## src/hdl/isort_pkg.sv

```systemverilog
`timescale 1ns / 1ps

package isort_pkg;

   localparam int DEPTH = 16;

   typedef struct packed {
      logic signed [31:0] value;
      logic               final_item;
   } req_type;

   typedef struct packed {
      logic signed [31:0] sorted_value;
      logic               last_result;
      logic               overflowed;
   } rsp_type;

   // Broadcast to every cell of the row.
   typedef struct packed {
      logic               insert;
      logic               shift_out;
      logic signed [31:0] value;
   } cell_ctl_type;

   // What a cell shows its neighbors.
   typedef struct packed {
      logic               occupied;
      logic               greater;
      logic signed [31:0] value;
   } cell_link_type;

   typedef enum logic {
      ST_COLLECT,
      ST_DRAIN
   } state_type;

endpackage

```

## src/hdl/isort_cell.sv

```systemverilog
`timescale 1ns / 1ps

module isort_cell (
   input  logic                     clock,
   input  logic                     reset,
   input  isort_pkg::cell_ctl_type  ctl,
   input  isort_pkg::cell_link_type left,
   input  isort_pkg::cell_link_type right,
   output isort_pkg::cell_link_type link
);
   import isort_pkg::*;

   logic signed [31:0] val_ff, val_in;
   logic               occ_ff, occ_in;
   logic               greater;

   // Strictly greater keeps equal values ahead of the new one (stable).
   assign greater = occ_ff && (val_ff > ctl.value);

   always_comb begin
      val_in = val_ff;
      occ_in = occ_ff;
      if (ctl.shift_out) begin
         val_in = right.value;
         occ_in = right.occupied;
      end else if (ctl.insert) begin
         if (left.greater) begin
            val_in = left.value;
            occ_in = 1'b1;
         end else if ((greater || !occ_ff) && left.occupied) begin
            val_in = ctl.value;
            occ_in = 1'b1;
         end
      end
   end

   always_ff @(posedge clock) begin
      if (reset) begin
         occ_ff <= 1'b0;
      end else begin
         occ_ff <= occ_in;
      end
      val_ff <= val_in;
   end

   assign link.occupied = occ_ff;
   assign link.greater  = greater;
   assign link.value    = val_ff;

endmodule

```

## src/hdl/insertion_sorter_unit.sv

```systemverilog
`timescale 1ns / 1ps

// channel | ports                      | beat
// --------+----------------------------+--------------------------------------
// input   | start, busy, req_beat      | taken when start is high, busy low
// result  | rsp_strobe, rsp_beat       | one cycle per beat, no back-pressure
//
// A value is registered into the cell row when taken; back-to-back inputs
// are taken while collecting. A final item starts the drain: one result per
// held value, one per cycle, with busy high for the whole drain.
// Reset empties the row and clears the overflow flag. Results cannot be
// stalled by the receiver.
module insertion_sorter_unit (
   input  logic               clock,
   input  logic               reset,
   input  logic               start,
   output logic               busy,
   input  isort_pkg::req_type req_beat,
   output logic               rsp_strobe,
   output isort_pkg::rsp_type rsp_beat
);
   import isort_pkg::*;

   state_type     state_ff, state_in;
   logic          ovf_ff, ovf_in;
   logic          accept, full, last_out;
   cell_ctl_type  ctl;
   cell_link_type links [DEPTH];

   localparam cell_link_type EDGE_LEFT  = '{occupied: 1'b1, greater: 1'b0, value: '0};
   localparam cell_link_type EDGE_RIGHT = '{occupied: 1'b0, greater: 1'b0, value: '0};

   assign accept   = start && !busy;
   assign full     = links[DEPTH-1].occupied;
   assign last_out = !links[1].occupied;

   assign ctl.insert    = accept && !full;
   assign ctl.shift_out = (state_ff == ST_DRAIN);
   assign ctl.value     = req_beat.value;

   for (genvar i = 0; i < DEPTH; i++) begin : g_cell
      isort_cell u_cell (
         .clock (clock),
         .reset (reset),
         .ctl   (ctl),
         .left  ((i == 0) ? EDGE_LEFT : links[(i == 0) ? 0 : i-1]),
         .right ((i == DEPTH-1) ? EDGE_RIGHT : links[(i == DEPTH-1) ? i : i+1]),
         .link  (links[i])
      );
   end

   always_comb begin
      state_in = state_ff;
      ovf_in   = ovf_ff;
      busy     = 1'b0;
      unique case (state_ff)
         ST_COLLECT: begin
            if (accept && full) begin
               ovf_in = 1'b1;
            end
            if (accept && req_beat.final_item) begin
               state_in = ST_DRAIN;
            end
         end
         ST_DRAIN: begin
            busy = 1'b1;
            if (last_out) begin
               state_in = ST_COLLECT;
               ovf_in   = 1'b0;
            end
         end
         default: begin
            state_in = ST_COLLECT;
         end
      endcase
   end

   always_ff @(posedge clock) begin
      if (reset) begin
         state_ff <= ST_COLLECT;
         ovf_ff   <= 1'b0;
      end else begin
         state_ff <= state_in;
         ovf_ff   <= ovf_in;
      end
   end

   assign rsp_strobe            = (state_ff == ST_DRAIN);
   assign rsp_beat.sorted_value = links[0].value;
   assign rsp_beat.last_result  = last_out;
   assign rsp_beat.overflowed   = ovf_ff;

endmodule
```

## config.mk

```make
export PLATFORM = sky130hd
export DESIGN_NAME = insertion_sorter_unit
export DESIGN_NICKNAME = d
export VERILOG_FILES = /design/src/hdl/isort_pkg.sv /design/src/hdl/isort_cell.sv /design/src/hdl/insertion_sorter_unit.sv
export SDC_FILE = /design/constraint.sdc
export NUM_CORES = 2
export LEC_CHECK = 0
export ABC_AREA = 1
export BUFFER_PORTS_ARGS = -buffer_cell sky130_fd_sc_hd__buf_2
export CAP_MARGIN = 20
export CORE_MARGIN = 1
export CORE_UTILIZATION = 50
export CTS_CLUSTER_DIAMETER = 120
export DETAILED_ROUTE_END_ITERATION = 10
export PLACE_DENSITY = 0.68
export SYNTH_ARGS = -nofsm -noshare
export SYNTH_HDL_FRONTEND = slang
export SYNTH_SLANG_ARGS = --single-unit
export TNS_END_PERCENT = 1
```

## constraint.sdc

```tcl
create_clock -name clock -period 4.9 [get_ports clock]
set_clock_uncertainty 0.05 [all_clocks]
set_input_delay 0.98 -clock clock [delete_from_list [all_inputs] [get_ports clock]]
set_output_delay 0.98 -clock clock [all_outputs]
set_load 0.01 [all_outputs]
```

==> results_dict.tcl <==
set metrics [dict create \
    cts_sinks 530 \
    core_sq_um 74700 \
    hold_class "reg2reg" \
    relSlewSlack 0.237 \
    dp_hpwl_microns 87100 \
    wl_per_cell_microns 21.0 \
    clk_latency_ns 0.65 \
    syn_area_sq_um 37800 \
    min_period_ns 3.77 \
    place_congestion 0.911 \
    drtIter0Drc 3528 \
    final_cells 5776 \
    ys_seq_area_frac 0.408 \
    die_x_microns 277 \
    hold_violations 0 \
    drcViolationCount 0 \
    synth_area_leaders "edfxtp_1 (38%), ha_1 (16%), nand2_1 (15%)" \
    antenna_found_initial 5 \
    power.leakage_nw 18.1 \
    area_growth_pct 9.56 \
    post-cts-setup-buffers 0 \
    cp_cell_sequence "buf_2 > inv_1 > buf_4 > ha_1 > nand2_1 > nor2_1 > nand4_1 > nor2_1 > nand4_1 > nand4_1 > buf_4 > nand2_1 > o21ai_0 > o21ai_0" \
    worst-endpoint-required_ns 5.20 \
    tightest_slew_ns 1.15 \
    worstReg2RegEnd "g_cell[9].u_cell.val_ff[0]$_DFFE_PP_" \
    whs_endpoint "ovf_ff$_SDFFE_PP0P_" \
    worstSetupPathType "in2reg" \
    slew_viol_final 0 \
    io_pins 72 \
    synth.distinct_cells 31 \
    cp.arrival_ns 4.07 \
    synth_flop_cell "edfxtp_1" \
    ir_worst_vdd_mv 0.274 \
    cts_buffers 60 \
    cpMostUsedCell "nand4_1" \
    r2r_start "g_cell[8].u_cell.val_ff[31]$_DFFE_PP_" \
    grt_setup_unrepaired "false" \
    nNetsFinal 5274 \
    die_y_microns 277 \
    cp_slowest_cell "nor2_1" \
    die_area_sq_um 76700 \
    dp.cells 5665 \
    grt_first_pass_wirelength_microns 186000 \
    ys_ff_latch 530 \
    startpoint_type "input pin" \
    first_global_vias 32200 \
    postSynthCellCount 4765 \
    async_flop_share 0 \
    viasPerCell 5.87 \
    p_per_area_nw_per_um2 348 \
    antenna_cells 0 \
    grt_max_degree 268 \
    wl_microns 121000 \
    drive_above_1_share 0.0614 \
    reg2reg_slack_ns 1.58 \
    cp_max_fo 32 \
    root_buffer "clkbuf_16" \
    cts_resized 0 \
    synth_top_cell_area_share 0.381 \
    synth_edf_count 480 \
    cp-end-kind "register" \
    max_stage_delay_ns 0.47 \
    timing.reg2reg.worst_path_depth 10 \
    postCtsHoldBufs 0 \
    num_vias 33900 \
    avgSynthCellArea_sq_um 7.94 \
    grt_util_all_layers 0.311 \
    cts.path.max_buffers 3 \
    post-route-period-util 0.770 \
    hold-path-cell-count 2 \
    yosys.area.top_type "edfxtp_1" \
    setup_tns_ns 0 \
    initial_utilization 0.506 \
    syn_nets 5281 \
    final_antenna_net_count 0 \
    status "finished, final reports clean" \
    nFillCells 6909 \
    gr-total-overflow 0 \
    cts.htree.levels 2 \
    placementRows 100 \
    cts_tree "yes" \
    numPortBuffers 71 \
    clkSlewWorstSetupHoldPaths_ns 0.06 \
    drt-pass1-iter-count 6 \
    finalSetupViolCount 0 \
    min-delay-start "ovf_ff$_SDFFE_PP0P_" \
    synth_warnings 0 \
    maxCapViolCount 0 \
    max_freq_mhz 265 \
]
==> flip-flops by register name, indices dropped and copies added (netlist names) <==
| register | cells |
|---|---|
| rsp_strobe | 1 |
| g_cell.u_cell.occ_ff | 16 |
| ovf_ff | 1 |
| g_cell.u_cell.val_ff | 512 |
==> power by group <==
part	switching (mW)	leakage [nW]	internal, mW
Sequential	0.595	4.87	5.79
Clock	1.97	0.927	2.47
Combinational	2.36	12.3	1.23
Total	4.92	18.1	9.49
==> stage by stage <==
| stage | power, mW | worst slack, ns | cell area [sq um] | utilization | hold slack [ns] |
|---|---|---|---|---|---|
| finish | 14.4 | 1.13 | 41400 | 0.555 | 0.430 |
| global route | 15.2 | 0.936 | 41400 | 0.555 | 0.471 |
| CTS | 14.4 | 1.29 | 41400 | 0.555 | 0.428 |
| detailed placement | 9.98 | 0.625 | 39600 | 0.530 | 0.414 |
| global placement | 9.86 | 0.581 | 39600 | 0.530 | 0.413 |
| floorplan | 8.66 | 0.0608 | 37800 | - | 0.394 |
==> worst max-delay path, delay by kind of cell <==
kind | cells | cell delay [ns]
AO/OA/AOI/OAI | 2 | 0.26
adder cells (fa/ha/maj) | 1 | 0.17
buffers and inverters | 4 | 1.10
AND/OR/NAND/NOR | 7 | 1.52
==> worst max path at each step <==
| stage | start | cells after the start | end |
|---|---|---|---|
| finish | req_beat[21] | 14 | g_cell[7].u_cell.val_ff[31]$_DFFE_PP_ |
| global route | req_beat[32] | 15 | g_cell[7].u_cell.val_ff[25]$_DFFE_PP_ |
| CTS | req_beat[27] | 13 | g_cell[9].u_cell.val_ff[0]$_DFFE_PP_ |
| detailed placement | req_beat[27] | 13 | g_cell[9].u_cell.val_ff[0]$_DFFE_PP_ |
| global placement | req_beat[7] | 19 | g_cell[6].u_cell.val_ff[6]$_DFFE_PP_ |
| floorplan | req_beat[32] | 11 | g_cell[0].u_cell.val_ff[0]$_DFFE_PP_ |
==> kinds of logic after synthesis <==
group | Yosys count | synth area share
fa+ha+maj | 480 | 0.159
compound gates | 1302 | 0.175
simple gates | 1875 | 0.197
buf+inv | 578 | 0.0610
flops | 530 | 0.408
==> layout make-up <==
type	instances	area, sq um	share of cell area
multi-input combinational	3657	20100	0.485
tap	969	1210	0.0293
inverter	313	1180	0.0284
clock buffer	72	1570	0.0378
sequential	530	15400	0.372
clock inverter	39	290	0.00701
timing repair buffer	196	1660	0.0400
==> layout by cell type (no fill, tap or decap), types with 11 or more instances in the layout <==
master,instances
buf_2,71
nand3_1,85
a21o_1,18
nor2_1,167
nand2_1,1515
clkinv_1,12
nand4_1,88
edfxtp_1,480
clkbuf_1,11
inv_1,312
buf_4,96
dfxtp_1,49
clkbuf_16,61
o21ai_0,918
o21a_1,19
clkinv_2,21
a21oi_1,282
o21ai_1,58
buf_12,29
ha_1,480
==> layer usage <==
metal  track usage  vias up  routed length, microns
met3        0.0442      289                    9370
li1              -    16400                       -
met5             0        -                      52
met1         0.397    15900                   48900
met4         0.108        8                    4370
met2         0.538     1329                   58600
==> synth_stat cells (all sizes together), types with 7 or more instances <==
| library cell | number |
|---|---|
| a21o | 18 |
| a21oi | 282 |
| buf | 69 |
| clkbuf | 196 |
| dfxtp | 50 |
| edfxtp | 480 |
| ha | 480 |
| inv | 312 |
| nand2 | 1515 |
| nand3 | 86 |
| nand4 | 91 |
| nor2 | 168 |
| nor3 | 7 |
| o21a | 19 |
| o21ai | 976 |
No activity file was read; power rests on OpenSTA's default activity.
